<file path="src/tgapr_pkg.sv">
package tgapr_pkg;

  typedef enum logic [1:0] {
    PH_HEADER  = 2'd0,
    PH_PALETTE = 2'd1,
    PH_PIXELS  = 2'd2,
    PH_IDLE    = 2'd3
  } phase_e;

  typedef enum logic [1:0] {
    KIND_PALETTE = 2'd0,
    KIND_PIXEL   = 2'd1,
    KIND_FAIL    = 2'd2
  } kind_e;

  typedef enum logic [1:0] {
    REG_EXP_WIDTH  = 2'd0,
    REG_EXP_HEIGHT = 2'd1,
    REG_KEEP_PAL   = 2'd2
  } reg_idx_e;

  localparam int unsigned CfgWidth   = 13;
  localparam int unsigned HdrPosBits = 5;
  localparam logic [HdrPosBits-1:0] HdrLast     = 5'd17;
  localparam logic [HdrPosBits-1:0] HdrWidthLo  = 5'd12;
  localparam logic [HdrPosBits-1:0] HdrWidthHi  = 5'd13;
  localparam logic [HdrPosBits-1:0] HdrHeightLo = 5'd14;
  localparam logic [HdrPosBits-1:0] HdrHeightHi = 5'd15;
  localparam logic [7:0] PalLastIndex = 8'd255;
  localparam logic [1:0] ChanBlue     = 2'd0;
  localparam logic [1:0] ChanGreen    = 2'd1;
  localparam logic [1:0] ChanRed      = 2'd2;

  typedef struct packed {
    logic       check;
    logic [7:0] expected;
  } hdr_byte_t;

  typedef struct packed {
    kind_e       kind;
    logic [7:0]  palette_index;
    logic [1:0]  channel;
    logic [23:0] pixel_address;
    logic [7:0]  value;
    logic        last;
  } result_t;

  function automatic hdr_byte_t hdr_fixed(input logic [HdrPosBits-1:0] pos);
    hdr_byte_t r;
    r.check    = 1'b1;
    r.expected = 8'd0;
    case (pos)
      5'd1, 5'd2, 5'd6: r.expected = 8'd1;
      5'd3, 5'd4, 5'd5, 5'd8, 5'd9, 5'd10, 5'd11, 5'd17: r.expected = 8'd0;
      5'd7:  r.expected = 8'd24;
      5'd16: r.expected = 8'd8;
      default: r.check = 1'b0;
    endcase
    return r;
  endfunction

endpackage

</file>
<file path="src/tga_paletted_image_reader.sv">
// Channel   Dir  Fields (lowest bit first)
// s_axis    in   tdata: byte_value[7:0]; tuser: start_of_file
// m_axis    out  tdata: palette_index, channel, pixel_address, value; tuser: kind;
//                tlast: last
// cfg       in   0 expected_width, 1 expected_height, 2 keep_palette
//
// One byte per cycle while s_axis_tready is high; each result is registered.
// The declared row base is formed by a registered 16x16 multiply during the
// palette bytes, so the pixel address is an add and a subtract per byte.
// Reset: header phase, expected size 16x16, palette skipped.
// An output register plus a skid stage; s_axis_tready drops only while the
// skid stage holds a result.
module tga_paletted_image_reader
  import tgapr_pkg::*;
#(
  parameter int unsigned ADDR_BITS = 24
) (
  input  logic                clk_i,
  input  logic                rst_ni,
  input  logic                s_axis_tvalid,
  output logic                s_axis_tready,
  input  logic [7:0]          s_axis_tdata,   // byte_value
  input  logic [0:0]          s_axis_tuser,   // start_of_file
  output logic                m_axis_tvalid,
  input  logic                m_axis_tready,
  output logic [47:0]         m_axis_tdata,   // palette_index, channel, pixel_address, value
  output logic [1:0]          m_axis_tuser,   // kind
  output logic                m_axis_tlast,   // last
  input  logic                cfg_we_i,
  input  logic [1:0]          cfg_idx_i,
  input  logic [CfgWidth-1:0] cfg_wdata_i
);

  logic [CfgWidth-1:0] exp_w_q, exp_h_q;
  logic                keep_pal_q;

  phase_e                phase_q, phase_d;
  logic [HdrPosBits-1:0] pos_q, pos_d;
  logic [15:0]           dw_q, dw_d, dh_q, dh_d;
  logic [7:0]            pidx_q, pidx_d;
  logic [1:0]            chan_q, chan_d;
  logic [CfgWidth-1:0]   col_q, col_d;
  logic [ADDR_BITS-1:0]  row_q, row_d;

  logic    accept;
  logic    start;
  phase_e  ph_e;
  logic [HdrPosBits-1:0] pos_e;
  logic [15:0] dw_e, dh_e;
  logic [CfgWidth-1:0]   col_e;
  logic [7:0]  b;

  hdr_byte_t   fx;
  logic        byte_ok;
  logic        size_ok;
  logic        hdr_ok;
  logic [15:0] dh_m1;
  logic [31:0] prod;
  logic        row_end;
  logic        is_last;
  logic        size_zero;
  logic [ADDR_BITS-1:0] addr_sum;
  logic [31:0] addr_ext;

  logic    res_valid;
  result_t res;
  logic    out_valid_q, skid_valid_q;
  result_t out_q, skid_q;
  logic    out_take;

  assign accept = s_axis_tvalid && s_axis_tready;
  assign start  = s_axis_tuser[0];
  assign b      = s_axis_tdata;

  // state as seen after an optional restart
  assign ph_e  = start ? PH_HEADER : phase_q;
  assign pos_e = start ? '0 : pos_q;
  assign dw_e  = start ? '0 : dw_q;
  assign dh_e  = start ? '0 : dh_q;
  assign col_e = start ? '0 : col_q;

  assign fx      = hdr_fixed(pos_e);
  assign byte_ok = !fx.check || (b == fx.expected);
  assign size_ok = (dw_e == 16'(exp_w_q)) && (dh_e == 16'(exp_h_q));
  assign hdr_ok  = byte_ok && ((pos_e != HdrLast) || size_ok);

  assign dh_m1     = dh_q - 16'd1;
  assign prod      = dh_m1 * dw_q;
  assign size_zero = (dw_q == '0) || (dh_q == '0);
  assign row_end   = (16'(col_e) + 16'd1) >= dw_e;
  assign is_last   = row_end && (row_q == '0);
  assign addr_sum  = row_q + ADDR_BITS'(col_e);
  assign addr_ext  = 32'(addr_sum);

  // next state
  always_comb begin
    phase_d = phase_q;
    pos_d   = pos_q;
    dw_d    = dw_q;
    dh_d    = dh_q;
    pidx_d  = pidx_q;
    chan_d  = chan_q;
    col_d   = col_q;
    row_d   = row_q;
    if (phase_q == PH_PALETTE) begin
      row_d = ADDR_BITS'(prod);
    end
    if (accept) begin
      phase_d = ph_e;
      pos_d   = pos_e;
      dw_d    = dw_e;
      dh_d    = dh_e;
      col_d   = col_e;
      case (ph_e)
        PH_HEADER: begin
          if (pos_e == HdrWidthLo)  dw_d[7:0]  = b;
          if (pos_e == HdrWidthHi)  dw_d[15:8] = b;
          if (pos_e == HdrHeightLo) dh_d[7:0]  = b;
          if (pos_e == HdrHeightHi) dh_d[15:8] = b;
          if (!hdr_ok) begin
            phase_d = PH_IDLE;
          end else if (pos_e == HdrLast) begin
            phase_d = PH_PALETTE;
            pidx_d  = '0;
            chan_d  = ChanBlue;
            col_d   = '0;
          end else begin
            pos_d = pos_e + 5'd1;
          end
        end
        PH_PALETTE: begin
          if (chan_q == ChanRed) begin
            chan_d = ChanBlue;
            pidx_d = pidx_q + 8'd1;
            if (pidx_q == PalLastIndex) phase_d = PH_PIXELS;
          end else begin
            chan_d = chan_q + 2'd1;
          end
        end
        PH_PIXELS: begin
          if (size_zero) begin
            phase_d = PH_IDLE;
          end else if (is_last) begin
            phase_d = PH_IDLE;
          end else if (row_end) begin
            col_d = '0;
            row_d = row_q - ADDR_BITS'(dw_q);
          end else begin
            col_d = col_q + CfgWidth'(1);
          end
        end
        default: ;
      endcase
    end
  end

  // result
  always_comb begin
    res       = '0;
    res.kind  = KIND_PALETTE;
    res_valid = 1'b0;
    case (ph_e)
      PH_HEADER: begin
        if (!hdr_ok) begin
          res_valid = 1'b1;
          res.kind  = KIND_FAIL;
        end
      end
      PH_PALETTE: begin
        res_valid         = keep_pal_q;
        res.palette_index = pidx_q;
        res.channel       = chan_q;
        res.value         = {2'b00, b[7:2]};
      end
      PH_PIXELS: begin
        if (!size_zero) begin
          res_valid         = 1'b1;
          res.kind          = KIND_PIXEL;
          res.pixel_address = addr_ext[23:0];
          res.value         = b;
          res.last          = is_last;
        end
      end
      default: ;
    endcase
  end

  always_ff @(posedge clk_i or negedge rst_ni) begin
    if (!rst_ni) begin
      phase_q    <= PH_HEADER;
      pos_q      <= '0;
      dw_q       <= '0;
      dh_q       <= '0;
      pidx_q     <= '0;
      chan_q     <= ChanBlue;
      col_q      <= '0;
      row_q      <= '0;
      exp_w_q    <= CfgWidth'(16);
      exp_h_q    <= CfgWidth'(16);
      keep_pal_q <= 1'b0;
    end else begin
      phase_q <= phase_d;
      pos_q   <= pos_d;
      dw_q    <= dw_d;
      dh_q    <= dh_d;
      pidx_q  <= pidx_d;
      chan_q  <= chan_d;
      col_q   <= col_d;
      row_q   <= row_d;
      if (cfg_we_i) begin
        case (cfg_idx_i)
          REG_EXP_WIDTH:  exp_w_q    <= cfg_wdata_i;
          REG_EXP_HEIGHT: exp_h_q    <= cfg_wdata_i;
          REG_KEEP_PAL:   keep_pal_q <= cfg_wdata_i[0];
          default: ;
        endcase
      end
    end
  end

  // output register with skid stage
  assign out_take      = out_valid_q && m_axis_tready;
  assign s_axis_tready = !skid_valid_q;

  always_ff @(posedge clk_i or negedge rst_ni) begin
    if (!rst_ni) begin
      out_valid_q  <= 1'b0;
      skid_valid_q <= 1'b0;
    end else begin
      if (skid_valid_q) begin
        if (out_take) begin
          skid_valid_q <= 1'b0;
        end
      end else if (accept && res_valid) begin
        if (out_valid_q && !out_take) begin
          skid_valid_q <= 1'b1;
        end else begin
          out_valid_q <= 1'b1;
        end
      end else if (out_take) begin
        out_valid_q <= 1'b0;
      end
    end
  end

  always_ff @(posedge clk_i) begin
    if (skid_valid_q) begin
      if (out_take) out_q <= skid_q;
    end else if (accept && res_valid) begin
      if (out_valid_q && !out_take) begin
        skid_q <= res;
      end else begin
        out_q <= res;
      end
    end
  end

  assign m_axis_tvalid = out_valid_q;
  assign m_axis_tuser  = out_q.kind;
  assign m_axis_tlast  = out_q.last;
  assign m_axis_tdata  = {6'd0, out_q.value, out_q.pixel_address, out_q.channel,
                          out_q.palette_index};

  a_skid_needs_out: assert property (@(posedge clk_i) disable iff (!rst_ni)
    skid_valid_q |-> out_valid_q)
    else $error("skid stage full while output register empty");

  a_last_only_pixel: assert property (@(posedge clk_i) disable iff (!rst_ni)
    (m_axis_tvalid && m_axis_tlast) |-> (m_axis_tuser == KIND_PIXEL))
    else $error("last flag on a non-pixel result");

  a_hdr_pos_range: assert property (@(posedge clk_i) disable iff (!rst_ni)
    (phase_q == PH_HEADER) |-> (pos_q <= HdrLast))
    else $error("header position past header end");

  a_chan_range: assert property (@(posedge clk_i) disable iff (!rst_ni)
    (phase_q == PH_PALETTE) |-> (chan_q != 2'd3))
    else $error("palette channel out of range");

  a_pixel_after_palette: assert property (@(posedge clk_i) disable iff (!rst_ni)
    (phase_q == PH_PIXELS) |-> ($past(phase_q) == PH_PALETTE ||
                                $past(phase_q) == PH_PIXELS))
    else $error("pixel phase entered without palette");

endmodule
</file>
<file path="config.mk">
export PLATFORM = sky130hd
export DESIGN_NAME = tga_paletted_image_reader
export DESIGN_NICKNAME = d
export VERILOG_FILES = /design/src/tgapr_pkg.sv /design/src/tga_paletted_image_reader.sv
export SDC_FILE = /design/constraint.sdc
export NUM_CORES = 1
export LEC_CHECK = 0
export BUFFER_PORTS_ARGS = -buffer_cell sky130_fd_sc_hd__buf_2
export CORE_UTILIZATION = 45
export CTS_CLUSTER_SIZE = 40
export DETAILED_ROUTE_END_ITERATION = 16
export GPL_ROUTABILITY_DRIVEN = 1
export PLACE_DENSITY = 0.66
export SETUP_SLACK_MARGIN = 0.02
export SLEW_MARGIN = 5
export SYNTH_ARGS = -nofsm -noshare
export SYNTH_HDL_FRONTEND = slang
export SYNTH_SLANG_ARGS = --single-unit
</file>
<file path="constraint.sdc">
create_clock -name clk_i -period 7.7 [get_ports clk_i]
set_input_delay 1.54 -clock clk_i [delete_from_list [all_inputs] [get_ports clk_i]]
set_output_delay 1.54 -clock clk_i [all_outputs]
set_load 0.1 [all_outputs]
</file>
Yosys cells after proc, flatten, opt, wreduce, memory -nomap -nowiden

Cells that the tools add are included.

Multipliers: 1
Reduce and logical (&&, ||, !) cells: 31
Order comparisons: 1
Eq/ne operators: 34
Muxes and demuxes: 65
Bitwise logic cells: 1
$add $sub $neg: 8

Operators with widths:

| operator              | number |
|---|---|
| $mux 45               | 4 |
| $mux 24               | 7 |
| $mux 13               | 6 |
| $mux 16               | 4 |
| $mux 8                | 7 |
| $eq 5x4->1 const B    | 8 |
| $mux 33               | 1 |
| $eq 16x13->1          | 2 |
| $logic_not 16->1      | 2 |
| $pmux 8 s2            | 2 |
| $pmux 13 s2           | 1 |
| $add 24x13->24        | 1 |
| $logic_not 24->1      | 1 |
| $mul 16x16->24        | 1 |
| $sub 24x16->24        | 1 |
| $mux 2                | 11 |
| $eq 5x3->1 const B    | 4 |
| $mux 5                | 4 |
| $ge 14x16->1          | 1 |
| $sub 16x1->16 const B | 1 |
| $pmux 5 s3            | 1 |
| $add 13x1->14 const B | 1 |
| $add 13x1->13 const B | 1 |
| $reduce_or 13->1      | 1 |
| 29 further kinds      | 68 |

Register bits after elaboration: 205
Logic and storage cells: 166

Depth between registers and ports, before layout

Depth after elaboration: 12
Depth in mapped cells: 29
Mapped depth without buffers: 26

Least setup slack after synthesis

No wires, ideal clock.

Path type: input -> register
Start point: input s_axis_tuser
End point: register skid_q[0] (netlist name), enable pin
Library setup time: 513 ps
Stages on the path: 14
Data arrival time: 7211 ps
Data required time: 7187 ps
Setup slack: -25 ps
Path through: clkinv_1 clkbuf_1 buf_1 nand2_1 inv_1 ha_1 nand3b_1 a211o_1 xnor2_1 nand4_1 nand2_1 a21o_1 a211o_1 nor3b_1

Word-level cells in the longest chain between the ends: 11
Elaborated cells on any way between the ends: 37
Those cells by class: eq/ne (19); mux (8); reduce/logical (10)

Ends and longest elaborated chain:

| item                                                | line                             | RTL |
|---|---|---|
| start: declaration                                  | tga_paletted_image_reader.sv:23  | `input logic [0:0] s_axis_tuser,` |
| $mux 5                                              | tga_paletted_image_reader.sv:77  | `assign pos_e = start ? '0 : pos_q;` |
| $eq 5x1->1, or another cell as far along            | tgapr_pkg.sv:52                  | `case (pos)` |
| $reduce_or 3->1 or $reduce_or 13->1 (tied branches) | --                               |  |
| $pmux 5 s3 or $mux 1 (tied branches)                | tgapr_pkg.sv:52                  |  |
| $eq 8x8->1 or $logic_not 1->1 (tied branches)       | tga_paletted_image_reader.sv:83  | `assign byte_ok = !fx.check \|\| (b == fx.expected);` |
| $logic_or 1x1->1                                    | tga_paletted_image_reader.sv:83  |  |
| $logic_and 1x1->1                                   | tga_paletted_image_reader.sv:85  | `assign hdr_ok = byte_ok && ((pos_e != HdrLast) \|\| size_ok);` |
| $mux 1                                              | tga_paletted_image_reader.sv:164 | `if (!hdr_ok) begin` |
| $pmux 1 s3 *                                        | tga_paletted_image_reader.sv:162 | `case (ph_e)` |
| $logic_and 1x1->1 *                                 | tga_paletted_image_reader.sv:249 | `end else if (accept && res_valid) begin` |
| $reduce_and 3->1 (no line) *                        | --                               |  |
| end signal: assignment                              | tga_paletted_image_reader.sv:251 | `skid_q <= res;` |
| end: declaration                                    | tga_paletted_image_reader.sv:68  | `result_t out_q, skid_q;` |

Every way passes the cells marked *; elsewhere a longest branch is shown, timed or not.
A chain may end at the register's enable or synchronous reset.

Worst setup path in the final report

Start point: register dh_q[2]
End point: register row_q[23]

Word-level cells in the longest chain between the ends: 8
Elaborated cells on any way between the ends: 10
Those cells by class: add/sub (1); mul (1); mux (6); reduce/logical (2)

Ends and longest elaborated chain:

| item                     | line                             | RTL |
|---|---|---|
| start: declaration       | tga_paletted_image_reader.sv:39  | `logic [15:0] dw_q, dw_d, dh_q, dh_d;` |
| start signal: assignment | tga_paletted_image_reader.sv:205 | `dh_q <= dh_d;` |
| $sub 16x1->16            | tga_paletted_image_reader.sv:87  | `assign dh_m1 = dh_q - 16'd1;` |
| $mul 16x16->24           | tga_paletted_image_reader.sv:88  | `assign prod = dh_m1 * dw_q;` |
| $mux 24                  | tga_paletted_image_reader.sv:105 | `if (phase_q == PH_PALETTE) begin` |
| $mux 24                  | tga_paletted_image_reader.sv:145 | `end else if (row_end) begin` |
| $mux 24                  | tga_paletted_image_reader.sv:143 | `end else if (is_last) begin` |
| $mux 24                  | tga_paletted_image_reader.sv:141 | `if (size_zero) begin` |
| $mux 24                  | tga_paletted_image_reader.sv:114 | `case (ph_e)` |
| $mux 24 *                | tga_paletted_image_reader.sv:108 | `if (accept) begin` |
| net row_d[23]            | tga_paletted_image_reader.sv:43  | `logic [ADDR_BITS-1:0] row_q, row_d;` |
| end signal: assignment   | tga_paletted_image_reader.sv:209 | `row_q <= row_d;` |
| end: declaration         | tga_paletted_image_reader.sv:43  |  |

Mark *: on every way through the listed nets, which the timed path passes. The rest lies on a longest branch.

==> impl_metrics.json <==
{
  "cp_max_fo": 8,
  "cts_root_buffer": "clkbuf_16",
  "crit_path_start_kind": "flop",
  "top_layer": "met4",
  "syn_area_sq_mm": 0.0195,
  "syn_avg_cell_area_sq_um": 9.21,
  "fp.dieH_um": 210,
  "place_area_sq_mm": 0.0206,
  "synth.distinct_cells": 86,
  "postCtsSetupBuffers": 0,
  "drc": 0,
  "first_pass_iters": 6,
  "final_layout_size_suffix_gt1_share_pct": 10.9,
  "cts_buffer_depth": 3,
  "critPathRequiredTime_ps": 8120,
  "setup_viol": 0,
  "io_buffers": 75,
  "cts_sinks": 205,
  "drtIter0Drc": 1414,
  "ys.flop_type": "dfrtp_1",
  "die_x_um": 210,
  "final_area_sq_mm": 0.0214,
  "overflow": 0,
  "grt_pass1_vias": 16300,
  "grt_antenna_before_repair": 0,
  "cts_tree": "yes",
  "synthTopCellsByArea": "fa_1 17%, dfrtp_1 15%, edfxtp_1 14%",
  "clk_latency_ps": 530,
  "num_vias": 15700,
  "met1Wirelength_mm": 22.0,
  "dr_wl_met2_mm": 25.9,
  "critPathKind": "flop to flop",
  "met3_length_mm": 3.54,
  "cap_viol_max_count": 0,
  "fin_worst_skew_ps": 13.2,
  "cts_hold_buffers": 0,
  "fmax_mhz": 139,
  "cts_buffers": 24,
  "yosysWarnings": 0,
  "wl_per_cell_um": 19.1,
  "hpwlAfterDp_mm": 40.9,
  "clkTransAtPathRegs_ps": 60,
  "fin_crit_sh_pct": 93.6,
  "tightest_slew_ps": 1080,
  "ys_ff_latch": 205,
  "drt_wl_total_mm": 52.9,
  "irDropWorstVdd_mv": 0.158,
  "gp_congestion": 0.964,
  "ioPinCount": 82,
  "netlist.area_leader.share_pct": 17.5,
  "tns_ps": 0,
  "finalHoldViolCount": 0,
  "arrival_ps": 7630,
  "htreeDepth": 1,
  "via_per_inst": 5.69,
  "antenna_cells": 0,
  "hold_class": "flop to flop",
  "slew_headroom_pct": 27.5,
  "synth_cells": 2114,
  "cts_resized": 0,
  "synthToLayoutAreaGrowth_pct": 9.92,
  "period_needed_ps": 7210,
  "synth_seq_area_share_pct": 28.7,
  "worstSetupEndpointType": "flop",
  "core_sq_mm": 0.0423,
  "grt_pass1_wl_mm": 87.4,
  "status": "finished clean",
  "synth.largest_area_cell": "fa_1",
  "holdWs_ps": 527,
  "synth-edff-count": 90,
  "nets": 2499,
  "die-area_sq_mm": 0.0441,
  "start_util_pct": 46.0,
  "drv_slew": 0,
  "pwr_density_cell_mw_per_mm2": 199,
  "drtAntennaViolNets": 0,
  "grt_util_all_layers_pct": 24.9,
  "rsz0062_at_grt": "false",
  "async_reset_ff_share_pct": 56.1,
  "p_leak_nw": 9.63,
  "grt_max_degree": 65,
  "rows": 75
}
## cells in the final DEF (no fill, tap or decap), drive strengths merged, types with 16 or more instances in the layout
cell and n:
and3 21, ha 126, a21oi 69, and2 61, o31ai 32, xor2 29, a21o 18, nand2 268
fa 170, mux2i 16, nor4 24, a31oi 17, dfrtp 113, xnor2 51, nor3 38, buf 124
o21a 17, nor2b 36, inv 273, o21ai 85, nand2b 33, mux2 49, clkbuf 30, a22o 23
nor2 152, edfxtp 90, nand3 28
## registers in the layout, indices dropped and copies added (netlist names)
name	flops
chan_q	2
col_q	13
dh_q	16
dw_q	16
exp_h_q	13
exp_w_q	13
keep_pal_q	1
m_axis_tdata	42
m_axis_tlast	1
m_axis_tuser	2
m_axis_tvalid	1
phase_q	2
pidx_q	8
pos_q	5
row_q	24
skid_q	45
skid_valid_q	1
## stage by stage
stage / setup slack [ps] / power, W / instances / utilization (%)
floorplan: 701 / 0.00272 / 2119 / -
global placement: 648 / 0.00308 / 2725 / 48.6
detailed placement: 455 / 0.00311 / 2725 / 48.6
CTS: 455 / 0.00428 / 2769 / 50.5
global route: 34.1 / 0.00450 / 2769 / 50.6
finish: 489 / 0.00426 / 2769 / 50.6
## final timing paths
| check | from | end | slack (ps) | cells after the start |
|---|---|---|---|---|
| setup / recovery | dh_q[2] | row_q[23] | 490 | 22 |
| hold / removal | skid_q[33] | m_axis_tdata[8] | 530 | 2 |
| setup reg to reg | dh_q[2] | row_q[23] | 490 | 22 |
| hold reg to reg | skid_q[33] | m_axis_tdata[8] | 530 | 2 |
| max in group asynchronous | rst_ni | row_q[12] | 5270 | 2 |
| min in group asynchronous | rst_ni | exp_w_q[11] | 1110 | 1 |
## synth_stat cells (29+ instances only)
| library cell | instances |
|---|---|
| dfrtp_1 | 113 |
| a21oi_1 | 69 |
| ha_1 | 126 |
| inv_1 | 271 |
| o31ai_1 | 31 |
| xor2_1 | 29 |
| mux2_2 | 49 |
| nor3_1 | 38 |
| nor2_1 | 152 |
| and2_1 | 60 |
| o21ai_0 | 84 |
| nand2_1 | 268 |
| nand2b_1 | 33 |
| nor2b_1 | 36 |
| fa_1 | 170 |
| clkbuf_1 | 74 |
| xnor2_1 | 51 |
| edfxtp_1 | 90 |
## area by class of cell
cell class,instances,area (sq um)
tap,577,722
timing repair buffer,124,746
fill,3901,20900
inverter,278,1040
clock buffer,30,664
sequential,205,5580
multi-input combinational,1541,12500
clock inverter,14,140
## logic make-up after synthesis
logic type	count (synthesis)	share of synthesized area, %
AND/OR/NAND/NOR	711	17.4
buffers and inverters	373	7.39
adder cells (fa/ha/maj)	296	25.6
other	1	0.0193
multiplexers	65	3.66
flip-flops	205	28.7
XOR/XNOR	84	4.07
AO/OA/AOI/OAI	379	13.2
## worst max-delay path, cell delays in order (launching register included)
cell	delay (ps)
dfrtp_1	470
nor4_4	510
nand2_1	190
or3_1	440
nand2_1	350
nand2_1	140
fa_1	520
inv_1	50
fa_1	500
inv_1	60
fa_1	530
inv_1	50
fa_1	400
fa_1	510
ha_1	220
xnor2_1	140
xnor2_1	210
xnor2_1	180
xnor3_2	390
xnor3_1	340
xnor3_1	440
xnor2_1	150
a211o_1	290
## metal layers
metal / GRT usage, % / vias up
met5: 0 / -
met4: 7.45 / 0
met3: 2.86 / 89
met2: 43.1 / 575
met1: 32.9 / 7827
li1: - / 7251
## where the power goes
part           switching (W)  internal, W  leakage, nW
Combinational        0.00113     0.000501         6.93
Sequential          0.000161      0.00132         2.30
Clock               0.000475     0.000683        0.390
Total                0.00176      0.00250         9.63
Note: power is estimated with default switching activity, not from simulation.
